--- config.mk ---
export PLATFORM = sky130hd
export DESIGN_NAME = vced_ram
export DESIGN_NICKNAME = d
export VERILOG_FILES = /design/src/rtl/core/vced_ram.sv
export SDC_FILE = /design/constraint.sdc
export NUM_CORES = 1
export LEC_CHECK = 0
export BUFFER_PORTS_ARGS = -buffer_cell sky130_fd_sc_hd__buf_2
export CAP_MARGIN = 25
export CELL_PAD_IN_SITES_DETAIL_PLACEMENT = 2
export CELL_PAD_IN_SITES_GLOBAL_PLACEMENT = 2
export CORE_ASPECT_RATIO = 1.4
export CORE_MARGIN = 3
export CORE_UTILIZATION = 45
export DETAILED_ROUTE_END_ITERATION = 16
export GPL_TIMING_DRIVEN = 0
export PLACE_DENSITY = 0.77
export SETUP_SLACK_MARGIN = 0.02
export SYNTH_ARGS = -nofsm -noshare
export SYNTH_HDL_FRONTEND = slang
export SYNTH_SLANG_ARGS = --single-unit
--- constraint.sdc ---
create_clock -name clk -period 5.22 [get_ports clk]
set_input_delay 0.522 -clock clk [delete_from_list [all_inputs] [get_ports clk]]
set_output_delay 0.522 -clock clk [all_outputs]
set_load 0.005 [all_outputs]
--- src/rtl/core/vced_ram.sv ---
// vced_ram: generic single-write, single-read RAM with registered read data
// no dependencies
module vced_ram #(
	parameter int WIDTH = 8,
	parameter int DEPTH = 16
) (
	input  logic                     clk,
	input  logic                     we,
	input  logic [$clog2(DEPTH)-1:0] waddr,
	input  logic [WIDTH-1:0]         wdata,
	input  logic [$clog2(DEPTH)-1:0] raddr,
	output logic [WIDTH-1:0]         rdata
);

	logic [WIDTH-1:0] mem [DEPTH];

	always_ff @(posedge clk) begin
		if (we) begin
			mem[waddr] <= wdata;
		end
		rdata <= mem[raddr];
	end

endmodule

## Yosys cells after proc, flatten, opt, wreduce, memory -nomap -nowiden

Memory sizes are Yosys's and may differ from the RTL's. A register that Yosys moved wholly into a read port is not among the register bits.
Cells that the tools add are included.
W data, S select, Z words.

- Register bits after elaboration: 0
- Memories kept: 1
- RAM bits: 128
- Input port bits: 18
- Word-level logic and storage cells: 3

- Multiplexer cells: 2

Memory list:

| memory | depth | bits a word | read ports | clocked after Yosys merged registers in | wr ports | RTL line | text |
|---|---|---|---|---|---|---|---|
| mem | 16 | 8 | 1 | 1 | 1 | 15 | `logic [WIDTH-1:0] mem [DEPTH];` |

Operator list:

| cell | count |
|---|---|
| $mux W1 | 2 |

## Depth between registers and ports, before layout

- Depth after elaboration: 2
- Mapped depth: 5
- Gate-level depth less buffers: 3

## Least setup slack after synthesis

OpenSTA, ideal clock, no wires.

- Kind: input to register
- Start point: input port waddr[2]
- End point: memory mem[0][0] (enable)
- Setup slack: 3.205 ns
- Arrival time: 1.632 ns
- Stages on the path: 2
- Cells stage by stage: or3b_2 nor3_1

RTL lines:

| item | RTL line | text |
|---|---|---|
| start: declaration | 9 | `input logic [$clog2(DEPTH)-1:0] waddr,` |
| end: declaration | 15 |  |

Straight into the memory's write port.

## Final worst setup path

- Start point: input port waddr[2]
- End point: memory mem[0][3] (enable)

Straight into the memory's write port.

==> run summary <==
run status: complete, no violations
via total after detailed routing: 2,481
post-route ant nets: 0
Global Route Usage Sum: 21.25%
final core occ: 55.11%
total power: 0.002594 W
drt total wl: 12,210 um
Pins Over Slew Limit: 0
cell area after synthesis: 5147 sq um
Yosys reg bits: 136
# port buffers: 24
I/O Pins: 26
Worst EP arrival: 2.08 ns
maxcap violations: 0
r2r setup slk: 3.67 ns
H-tree level count: 4
clock buffer depth: 2
CP Launch Type: input pin
DR WL/cell: 28.39 um
first-pass GRT wire length: 18,510 um
power per cell area: 426.5 nW/um^2
Worst Path Required: 5.34 ns
Lkg Pwr: 2.049 nW
area growth from synthesis to layout: 18.16%
Clk Latency, worst-skew pair: 0.41 ns
library cells used by synthesis: 19
skew final: 0.007677 ns
die area: 12,780 sq um
Sum Neg Setup Slack: 0 ns
final hold violations: 0
Worst-Margin Slew: 0.9537 ns
WHS Endpoint: mem[10][4]
share of cells above drive strength 1: 29.41%
Core ar.: 11,040 sq um
Initial DRC Count: 221
CTS resizes: 0
area occupied by multi-input gates: 1057 sq um
Clock Pin Slew Worst Setup and Hold Paths: 0.06 ns
Inserted Clock Buffers: 17
placed insts: 398
r2r startpoint: mem[5][0]
post-cts hold buffer count: 0
Chip Height: 132.5 um
initial core utilization: 46.64%
row cnt: 45
Final Non-Filler Cells: 430
r2r worst-path depth: 3
clk sinks: 136
Tcrit/Tclk final: 37.59%
Finish-stage setup viols: 0
crit-path max FO: 5
DRC Markers: 0
DR vias/cell: 5.770
gpl congestion: 0.6979
capturing element type of the critical path: register
Cells after Synth: 229
hold depth: 1
reg2reg end: rdata[0]
Final nets: 294
HP Start: wdata[4]
CTS root buf: clkbuf_16
n_diodes: 0
initial antenna violation count: 0
CTS tree: done
RSZ-0062 raised after global routing: false
worst hold path class: in -> reg
vias in the first global route: 2,719
Setup CP Type: in -> reg
syn_nets: 247
FMAX: 509.7 MHz
min Tclk post-route: 1.962 ns
die width: 96.39 um
Syn. warnings: 0
hpwl dp: 7852 um
fill cell count: 935
Reg area: 4004 sq um
Seq/Total Area, Yosys: 77.78%
normalized max-slew margin: 36.18%
DR pass1 iterations: 4
largest net degree at the start of global routing: 17
global route total overflow: 0
Peak VDD IR: 0.3328 mV
postcts setup bufs: 0
syn_area_per_cell: 22.48 sq um
[where the power goes]
part | switching, W | internal (W)
sequential | 0.00000754 | 0.00122
combinational | 0.0000723 | 0.0000489
clock | 0.000448 | 0.000796
total | 0.000528 | 0.00207
[layout by cell type (no fill, tap or decap)]
cell               n
clkbuf_16         17
clkdlybuf4s25_2    3
nor2b_1            1
buf_6              3
nand2b_1           2
nand3_1            1
bufinv_16          4
clkinvlp_4         3
nand3b_1           2
clkinv_2           2
and2b_1            1
nor3_1             4
buf_2             28
nand2_1            9
buf_4              4
mux4_1            14
clkinv_1           2
edfxtp_1         128
clkbuf_1           2
or3b_2             1
mux4_2            18
and2_1             1
nor2_1            13
a22oi_1           16
dfxtp_1            8
clkinv_4           1
inv_6              1
[cell families (layout without fill, tap and decap cells)]
kind of cell	Yosys count	in the layout	share of synthesized area [%]
AND/OR/NAND/NOR	35	35	3.184
AO/OA/AOI/OAI	16	16	2.334
buffers and inverters	10	70	1.677
flip-flops	136	136	77.78
multiplexers	32	32	15.02
[layer usage]
layer / vias to the layer above / track usage, % / wire length [um]
li1: 1067 / - / -
met1: 1307 / 30.27 / 5205
met2: 89 / 31.81 / 6027
met3: 18 / 4.494 / 639
met4: 0 / 8.970 / 335
met5: - / 0 / 0
[area by class of cell]
cell class	count	area share, %
Clock buffer	19	7.118
Timing Repair Buffer	28	2.427
Clock inverter	13	2.921
Sequential cell	136	65.83
Buffer	10	1.419
Tap cell	141	2.901
Multi-Input combinational cell	83	17.38
[worst max-delay path by stage]
stage	slack (ns)	startpoint	to	depth (start not counted)
final	3.26	waddr[2]	mem[0][3]	4
after global routing	3.18	waddr[2]	mem[0][3]	4
after CTS	3.26	waddr[2]	mem[0][3]	4
after detailed placement	2.86	waddr[2]	mem[0][1]	4
after global placement	2.53	waddr[2]	mem[0][1]	3
after floorplan	3.21	waddr[2]	mem[0][0]	2
[worst max-delay path: stages]
cell and delay [ns]:
buf_2 0.11, or3b_2 0.53, nor3_1 0.62, buf_4 0.29
[cells in the mapped netlist]
library cell | count | area share [%]
mux4_1 | 14 | 7.1
nand2_1 | 9 | 0.66
nor2b_1 | 1 | 0.12
nand3_1 | 1 | 0.097
nand2b_1 | 2 | 0.24
and2_1 | 1 | 0.12
dfxtp_1 | 8 | 3.1
edfxtp_1 | 128 | 75
mux4_2 | 18 | 7.9
clkdlybuf4s25_2 | 3 | 0.58
buf_6 | 3 | 0.66
a22oi_1 | 16 | 2.3
buf_4 | 1 | 0.15
nand3b_1 | 2 | 0.29
nor3_1 | 4 | 0.39
or3b_2 | 1 | 0.17
buf_2 | 3 | 0.29
nor2_1 | 13 | 0.95
and2b_1 | 1 | 0.15
[flip-flops by register name, summed over array words and instances, names as in the netlist]
name,count
mem,128
rdata,8
[per-stage QoR]
stage	setup slack [ns]	hold WS (ns)	cell area, sq um
after global routing	3.184	0.5221	6082
after CTS	3.260	0.5121	6082
after global placement	2.531	0.6577	5444
final	3.258	0.5232	6082
after detailed placement	2.856	0.7015	5472
after floorplan	3.205	0.6209	5147
(Power assumes the default switching activity.)
