--- config.mk ---
export PLATFORM = sky130hd
export DESIGN_NAME = vced_div
export DESIGN_NICKNAME = d
export VERILOG_FILES = /design/src/rtl/core/vced_div.sv
export SDC_FILE = /design/constraint.sdc
export NUM_CORES = 1
export LEC_CHECK = 0
export ABC_AREA = 1
export ABC_CLOCK_PERIOD_IN_PS = 3000
export BUFFER_PORTS_ARGS = -buffer_cell sky130_fd_sc_hd__buf_2
export CAP_MARGIN = 20
export CORE_MARGIN = 2
export CORE_UTILIZATION = 38
export CTS_CLUSTER_DIAMETER = 80
export DETAILED_ROUTE_END_ITERATION = 7
export GPL_TIMING_DRIVEN = 0
export PLACE_DENSITY = 0.54
export SLEW_MARGIN = 20
export SYNTH_ARGS = -nofsm -noshare
export SYNTH_HDL_FRONTEND = slang
export SYNTH_SLANG_ARGS = --single-unit
--- constraint.sdc ---
create_clock -name clk -period 3 [get_ports clk]
set_input_delay 0.15 -clock clk [delete_from_list [all_inputs] [get_ports clk]]
set_output_delay 0.15 -clock clk [all_outputs]
set_load 0.02 [all_outputs]
--- src/rtl/core/vced_div.sv ---
// vced_div: two-lane restoring divider, one quotient bit per cycle per lane,
// sharing one divisor; quotients known to fit in QBITS bits
// no dependencies
module vced_div #(
	parameter int QBITS = 11,
	parameter int NBITS = 32,
	parameter int DBITS = 22
) (
	input  logic             clk,
	input  logic             arst_n,
	input  logic             start,
	input  logic [NBITS-1:0] dividend_a,
	input  logic [NBITS-1:0] dividend_b,
	input  logic [DBITS-1:0] divisor,
	output logic             busy,
	output logic [QBITS-1:0] quot_a,
	output logic [QBITS-1:0] quot_b
);

	localparam int CNT_BITS = $clog2(QBITS + 1);

	logic                busy_q;
	logic [CNT_BITS-1:0] cnt_q;
	logic [NBITS-1:0]    rem_a_q, rem_b_q, dsr_q;
	logic [QBITS-1:0]    quot_a_q, quot_b_q;
	logic                ge_a, ge_b;

	assign ge_a = rem_a_q >= dsr_q;
	assign ge_b = rem_b_q >= dsr_q;

	always_ff @(posedge clk or negedge arst_n) begin
		if (!arst_n) begin
			busy_q <= 1'b0;
			cnt_q  <= '0;
		end else if (start) begin
			busy_q <= 1'b1;
			cnt_q  <= CNT_BITS'(QBITS);
		end else if (busy_q) begin
			cnt_q <= cnt_q - 1'b1;
			if (cnt_q == CNT_BITS'(1)) begin
				busy_q <= 1'b0;
			end
		end
	end

	always_ff @(posedge clk) begin
		if (start) begin
			rem_a_q  <= dividend_a;
			rem_b_q  <= dividend_b;
			dsr_q    <= NBITS'(divisor) << (QBITS - 1);
			quot_a_q <= '0;
			quot_b_q <= '0;
		end else if (busy_q) begin
			rem_a_q  <= ge_a ? rem_a_q - dsr_q : rem_a_q;
			rem_b_q  <= ge_b ? rem_b_q - dsr_q : rem_b_q;
			quot_a_q <= {quot_a_q[QBITS-2:0], ge_a};
			quot_b_q <= {quot_b_q[QBITS-2:0], ge_b};
			dsr_q    <= dsr_q >> 1;
		end
	end

	assign busy   = busy_q;
	assign quot_a = quot_a_q;
	assign quot_b = quot_b_q;

endmodule
After elaboration in Yosys (flattened, before gate mapping)

Cells that the tools add are included.

Output and inout port bits: 23
Input bits: 89
Bits in registers: 123
Word-level logic and storage cells: 32

Equal/unequal tests: 1
Reductions and logical operators: 5
Multiplexer cells: 13
Add/subtract/negate cells: 3
Order comparisons: 2

Operator list:

| kind                  | count |
|---|---|
| $mux W32              | 8 |
| $ge A32 B32 Y1        | 2 |
| $sub A32 B32 Y32      | 2 |
| $mux W4               | 2 |
| $reduce_bool A2 Y1    | 3 |
| $eq A4 B1 Y1 const B  | 1 |
| $reduce_and A2 Y1     | 2 |
| $sub A4 B1 Y4 const B | 1 |
| $mux W1               | 3 |

Depth between registers and ports, before layout

Gate-level depths: netlist of the first run.

Word-level depth: 4
Mapped depth: 16

Least setup slack after synthesis of the first run

OpenSTA, ideal clock, no wires.

Kind: register to register
From: register rem_b_q[0]
To: register rem_b_q[0], enable pin
Period minus slack after synthesis: 2,696 ps
Path buffers: 0
Data required time: 2,521 ps
Arrival time: 2,217 ps
Path slack: 304 ps
Cell stages (with the launch flop): 15
Cell sequence: edfxtp_1 > inv_1 > ha_1 > inv_1 > fa_1 > nand3_1 > nand3_2 > nand2_1 > nand2_1 > nand2_1 > nand2_2 > o21ai_1 > nand2_1 > nand2_1 > nand2_1

Word-level cells in the longest chain between the ends: 3

Ends and longest elaborated chain:

| element                      | RTL line | source |
|---|---|---|
| start, declared              | 24       | `logic [NBITS-1:0] rem_a_q, rem_b_q, dsr_q;` |
| start signal, assigned       | 49       | `rem_b_q <= dividend_b;` |
| start signal, assigned       | 55       | `rem_b_q <= ge_b ? rem_b_q - dsr_q : rem_b_q;` |
| $ge A32 B32 Y1               | 29       | `assign ge_b = rem_b_q >= dsr_q;` |
| $reduce_bool A2 Y1 (no line) | n/a      |  |
| $reduce_and A2 Y1 (no line)  | n/a      |  |

Every way passes these cells.
A chain may end at the register's enable or synchronous reset.

Final worst setup path of the first run

From: register dsr_q[0]
To: register rem_b_q[20], enable pin

Word-level cells in the longest chain between the ends: 3

Ends and longest elaborated chain:

| element                      | RTL line | source |
|---|---|---|
| start, declared              | 24       |  |
| start signal, assigned       | 50       | `dsr_q <= NBITS'(divisor) << (QBITS - 1);` |
| start signal, assigned       | 58       | `dsr_q <= dsr_q >> 1;` |
| $ge A32 B32 Y1               | 29       |  |
| $reduce_bool A2 Y1 (no line) | n/a      |  |
| $reduce_and A2 Y1 (no line)  | n/a      |  |

Every way passes these cells.

==> metrics, run 1 <==
Clock Pin Slew Worst Setup and Hold Paths 0.06 ns; routed vias 9,407; Setup WS post-layout approximately 0.17 ns; Rows just under 60; total grt overflow 0; arrival time at the worst endpoint 3.01 ns; Worst path slowest cell fa_1; P per Cell Area 997 nW/um2; Fin Hold WS roughly 0.0011 ns; Tcrit/Tclk final 94.3%; Post-Syn Nets 1,639; Pleak between 6 and 7 nW; asr flop ratio synth 4.07%; H-tree lvl count 4; Worst Tran Pin Value 0.743 ns; Die Y 164 um; Max-Cap Viols 0; Diodes inserted 0; FMAX 353 MHz; mean area per synthesized cell around 6.6 um2; DP Area 10,800 um2; endpoint class of the critical path flip-flop; Routed Wire Length ~30,000 um; Slew HR 50.5%; post-DP HPWL between 20,000 and 25,000 um; final hold vios 0; post-route minimum period around 2.8 ns; final core occ 46.6%; flops & latches, synth 123; DP Worst Slack around 0.042 ns; Filler Cells Inserted 2,632; mapped cell area 9750 um2; Yosys cell types 35; largest net degree at the start of global routing 32; antenna-violating nets left 0; DRC errors left 0; share of layout cells above drive strength 1 between 10% and 20%; Placed Cells between 1.5k and 2k; CP cell instances ha_1, inv_1, fa_1, nand3_1, nand3_2, nand2_1, nand2_1, nand2_1, nand2_2, o21ai_1, nand2_1, nand2_1, nand2_4, buf_16; sequential-to-total area share from yosys stat 34.3%; Mapped Cells 1,482; top_reg_cell synth edfxtp_1; CTS Buffer Depth 2; vias in the first global route ~8.6k; Port Buf Inserts 110; met1 Use GR 30.6%; Crit path top cell by count nand2_1; gp weighted congestion a little under 0.9; WP data required ~3.2 ns; busiest grt layer met2; drt wl/cell 15.1 um; post-route cell area 11,700 um2; NumNets Final 1,807; CTS tree yes; GRT Overall Usage between 20% and 30%; Layout Skew approximately 0.012 ns; met2 Resource Use GR around 38%; GR met3 Demand/Resource 3.13%; drt initial violations 608; maximum vdd ir drop 0.389 mV; critical path's top delay family simple AND/OR/NAND/NOR gates; clock sink count 123; CTS root buffer clkbuf_16; Crit Path Category flip-flop to flip-flop; Initial Util 38.7%; Finished Layout Cells 1,993; outcome complete, no violations; crit-path max FO 19; initial antenna violation count 0; number of synthesized flops with an enable pin between 80 and 90; final slew viol count 0; drt pass-1 iters 5; # IOs 112; later-pin clock latency in the skew report 0.43 ns; CORE AREA 25,200 um2; HP Class input port to flip-flop; Worst Path Buf+Inv 2; post-CTS setup buffers 0; CP startpoint kind flip-flop; first-pass GRT wire length approximately 46,000 um; via/cell ratio 4.72; # setup viols final 0; Horiz. Die Dim 164 um; unrepaired setup endpoints after global routing no; yosys warns 0; Area Growth Syn to Fin 20.3%; die area between 20,000 and 30,000 um2; Max stage delay on crit path roughly 0.46 ns; TritonCTS buffer count 17
==> cells in the final DEF (no fill, tap or decap), types with 3 or more instances in the layout <==
master         netlist  final
dfxtp_1             32     32
ha_1                66     66
nand4_1              6      6
nand3b_1            12     12
dfrtp_1              5      5
o22ai_1             25     25
o21bai_1             4      4
nand2_4              1      3
o21ai_1             15     15
inv_1              279    279
edfxtp_1            86     86
clkbuf_1             9     11
nor2_1              78     78
nand2_2             24     24
inv_4                0      3
buf_2               13    124
o21ai_0             43     43
clkinv_4             0      3
nand3_2              6      6
nor2_2               9      9
inv_2                4      4
dlygate4sd3_1        0     37
clkbuf_16            0     19
inv_6                0      3
xnor2_1             16     16
a21oi_1             52     52
or2_2                5      5
nand3_1             84     84
nor3_1               8      8
nand2_1            582    580
==> power breakdown <==
group	internal, W	switching [W]	total (W)
clock network	0.00119	0.000853	0.00204
logic	0.00243	0.00443	0.00686
registers	0.00255	0.000234	0.00279
==> path summary, 6_finish.rpt <==
| kind | startpoint | cells past startpoint | slack, ns | to |
|---|---|---|---|---|
| setup / recovery | dsr_q[0]$_SDFFE_PP0P_ | 14 | 0.17 | rem_b_q[20]$_DFFE_PP_ |
| hold / removal | dividend_a[28] | 3 | 0.001 | rem_a_q[28]$_DFFE_PP_ |
| setup reg to reg | dsr_q[0]$_SDFFE_PP0P_ | 14 | 0.17 | rem_b_q[20]$_DFFE_PP_ |
| hold reg to reg | quot_a[10]$_SDFFE_PP0P_ | 2 | 0.46 | quot_a[10]$_SDFFE_PP0P_ |
| max in group asynchronous | arst_n | 2 | 2.74 | cnt_q[2]$_DFFE_PN0P_ |
| min in group asynchronous | arst_n | 2 | 0.12 | cnt_q[0]$_DFFE_PN0P_ |
==> flip-flops by register name, indices dropped and copies added, names as in the netlist <==
name and cells:
quot_a 11, quot_b 11, rem_b_q 32, cnt_q 4
rem_a_q 32, busy 1, dsr_q 32
==> what timing repair did <==
item	4_1_cts	5_1_grt
endpoints found under the setup margin	0	31
hold buffers	37	0
resized for setup	0	2
endpoints found under the hold margin	41	0
==> cell type report <==
cell class                 instances  area, um2  area share [%]
timing repair buffer             149        976            8.32
clock inverter                    10       76.3           0.651
clock buffer                      22        497            4.24
multi-input combinational       1050       5220            44.5
sequential                       123       3350            28.6
buffer                            26        130            1.11
tap                              330        413            3.52
inverter                         283       1060            9.06
==> worst min-delay path, cell delays in order <==
cell and delay (ns):
buf_2 0.07, nand2_1 0.05, nand2_1 0.05
==> synth_stat cells (8+ instances only) <==
master	number	area [um2]
nand3b_1	12	90.1
o21ai_0	43	215
xnor2_1	16	140
ha_1	66	826
nand2_1	582	2180
edfxtp_1	86	2580
nand3_1	84	420
o22ai_1	25	156
nor2_2	9	56.3
nor2_1	78	293
o21ai_1	15	75.1
buf_2	13	65.1
clkbuf_1	9	33.8
nor3_1	8	40.0
dfxtp_1	32	641
a21oi_1	52	260
inv_1	279	1050
nand2_2	24	150
==> cells by family (layout without fill, tap and decap cells) <==
kind of cell               after synthesis  count (layout)  synth area share [%]
AOI/OAI and AO/OA                      143             143                  7.86
adders and majority gates               68              68                  8.88
buffers and inverters                  309             490                  12.2
xor gates and xnor gates                16              16                  1.44
DFF                                    123             123                  34.3
and+or+nand+nor                        823             823                  35.3
==> per-stage QoR <==
step                      total power, W  TNS (ns)
after floorplan                  0.00786         0
after global placement           0.00945    -33.05
after detailed placement         0.00960         0
after CTS                         0.0117         0
after global routing              0.0128         0
final                             0.0117         0
==> routing by layer <==
metal	routed length, um	part of all wire [%]
met1	14000	47
met2	14100	47
met3	1430	4.8
met4	516	1.7
met5	0	0
Power figures use the tool's default switching activity.
==> run 2: changes to the inputs <==
RECOVER_POWER = 25   (was default)
==> run 2 against run 1 <==
Net effect: fmax is 0.25% higher; register-to-register slack hardly changed; wire length hardly changed; global-route usage stayed put; clock power hardly changed; die area stayed put; setup slack better by 0.0070 ns; combinational power hardly changed; non-clock buffer count stayed put; critical path depth stayed put; critical path type unchanged; highest routed layer unchanged.
==> metrics, run 2 (same netlist as run 1, synthesis figures left out) <==
outcome complete, no violations (unchanged); Largest regs dsr_q: 32 flops, rem_a_q: 32 flops, rem_b_q: 32 flops (unchanged); antenna-violating nets left 0 (unchanged); Top Layer Used met4 (unchanged); drt pass-1 iters 5 (unchanged); TritonCTS buffer count 17 (unchanged); Filler Cells Inserted 2,644 (was 2,632); Finished Layout Cells 1,993 (unchanged); CTS tree yes (unchanged); Met2 Wirelength 14,200 um (was 14,100 um); Clock power frac 17.5% (about the same); Pleak 6.18 nW (was 6.29 nW); via/cell ratio 4.70 (was 4.72); multi-input logic area 5210 um2 (was 5220 um2); gp weighted congestion 0.887 (unchanged); HP Class input port to flip-flop (unchanged); crit-path max FO 19 (unchanged); commonest non-fill, non-tap cell in the layout nand2_1 (unchanged); post-route cell area 11,700 um2 (about the same); Placed Cells 1,924 (unchanged); endpoint class of the critical path flip-flop (unchanged); FF+latch area 3350 um2 (unchanged); Internal 0.00616 W (was 0.00617 W); GRT Overall Usage 22.6% (unchanged); Comb pwr share 58.7% (about the same); die area 27,000 um2 (unchanged); # setup viols final 0 (unchanged); Crit Path Category flip-flop to flip-flop (unchanged); DRC errors left 0 (unchanged); Sw Pwr 0.00552 W (about the same); H-tree lvl count 4 (unchanged); Die Y 164 um (unchanged); Area Growth Syn to Fin 19.8% (was 20.3%); DP Area 10,800 um2 (unchanged); post-route minimum period 2.82 ns (was 2.83 ns); initial antenna violation count 0 (unchanged); Port Buf Inserts 110 (unchanged); # IOs 112 (unchanged); total grt overflow 0 (unchanged); Max-Cap Viols 0 (unchanged); final slew viol count 0 (unchanged); arrival time at the worst endpoint 3.00 ns (was 3.01 ns); Layout Skew 0.0117 ns (was 0.0120 ns); P per Cell Area 1000 nW/um2 (was 997 nW/um2); Diodes inserted 0 (unchanged); vias in the first global route 8,592 (unchanged); maximum vdd ir drop 0.389 mV (about the same); commonest non-fill, non-tap cells in the layout 580 x nand2_1, 282 x inv_1, 95 x buf_2 (was 580 x nand2_1, 279 x inv_1, 124 x buf_2); Net Sw Frac 47.3% (was 47.2%); NumNets Final 1,807 (unchanged); CTS Buffer Depth 2 (unchanged); drt wl/cell 15.1 um (about the same); Rows 58 (unchanged); post-DP HPWL 24,300 um (unchanged); Clock Pin Slew Worst Setup and Hold Paths 0.06 ns (about the same); CP startpoint kind flip-flop (unchanged); clock sink count 123 (unchanged); largest net degree at the start of global routing 32 (unchanged); share of layout cells above drive strength 1 10.6% (was 12.7%); Routed Wire Length 30,100 um (about the same); final hold vios 0 (unchanged); first-pass GRT wire length 45,700 um (unchanged); unrepaired setup endpoints after global routing no (unchanged); met1 wire length 14,200 um (was 14,000 um); Horiz. Die Dim 164 um (unchanged); Initial Util 38.7% (unchanged); routed vias 9,376 (was 9,407); Tcrit/Tclk final 94.1% (was 94.3%); Slew HR 42.6% (was 50.5%); Worst Tran Pin Value 0.861 ns (was 0.743 ns); Fin Hold WS 0.00655 ns (was 0.00106 ns); CORE AREA 25,200 um2 (unchanged); Reg power frac 23.9% (was 23.8%); drt initial violations 605 (was 608); WP data required 3.18 ns (about the same); CTS root buffer clkbuf_16 (unchanged); FMAX 354 MHz (was 353 MHz); later-pin clock latency in the skew report 0.42 ns (was 0.43 ns); met3 WL 1240 um (was 1430 um)
-- run 2: final cells by class --
cell class / count / share of cell area [%]
inverter: 283 / 9.10
timing repair buffer: 149 / 8.10
buffer: 26 / 1.06
tap: 330 / 3.54
sequential: 123 / 28.7
clock buffer: 22 / 4.25
clock inverter: 10 / 0.654
multi-input combinational: 1050 / 44.6
-- run 2: metal layers --
| metal | vias up | global-route usage (%) |
|---|---|---|
| met5 | - | 0 |
| met4 | 0 | 5.74 |
| met3 | 28 | 3.13 |
| met2 | 194 | 37.9 |
| met1 | 4182 | 30.6 |
| li1 | 4972 | - |
-- run 2: what timing repair did --
| action | 4_1_cts | 5_1_grt |
|---|---|---|
| setup buffers | 0 | 0 |
| resized for setup | 0 | 2 |
| hold buffers | 37 | 0 |
| endpoints found under the setup margin | 0 | 31 |
| endpoints found under the hold margin | 41 | 0 |
-- run 2: through the flow --
step           utilization, %  total power (W)  worst slack [ns]  TNS, ns
6_report                 46.4           0.0117             0.177        0
5_1_grt                  46.4           0.0128            0.0637        0
4_1_cts                  46.5           0.0117            0.0328        0
3_5_place_dp             42.8          0.00960            0.0418        0
3_3_place_gp             42.5          0.00945            -0.551   -33.05
2_1_floorplan               -          0.00786             0.304        0
-- run 2: final timing paths --
kind,cells past startpoint,startpoint,endpoint,slack [ns]
max,14,dsr_q[0]$_SDFFE_PP0P_,rem_b_q[20]$_DFFE_PP_,0.18
min,3,dividend_a[28],rem_a_q[28]$_DFFE_PP_,0.007
max reg2reg,14,dsr_q[0]$_SDFFE_PP0P_,rem_b_q[20]$_DFFE_PP_,0.18
min reg2reg,2,quot_a[10]$_SDFFE_PP0P_,quot_a[10]$_SDFFE_PP0P_,0.47
max in group asynchronous,2,arst_n,cnt_q[2]$_DFFE_PN0P_,2.61
min in group asynchronous,2,arst_n,cnt_q[0]$_DFFE_PN0P_,0.16
-- run 2: power by group through the flow --
stage / sequential (W) / combinational, W / clock [W]
2_1_floorplan: 0.00275 / 0.00511 / 0
3_3_place_gp: 0.00282 / 0.00663 / 0
3_5_place_dp: 0.00282 / 0.00679 / 0
4_1_cts: 0.00279 / 0.00685 / 0.00207
5_1_grt: 0.00283 / 0.00783 / 0.00214
6_report: 0.00279 / 0.00686 / 0.00204
-- run 2: critical path, stage by stage (launching register included) --
cell and delay (ns):
dfxtp_1 0.41, ha_1 0.17, inv_1 0.08, fa_1 0.46, nand3_1 0.13, nand3_2 0.12, nand2_1 0.08, nand2_1 0.08
nand2_1 0.08, nand2_2 0.08, o21ai_1 0.12, nand2_1 0.15, nand2_1 0.15, nand2_4 0.20, buf_16 0.24
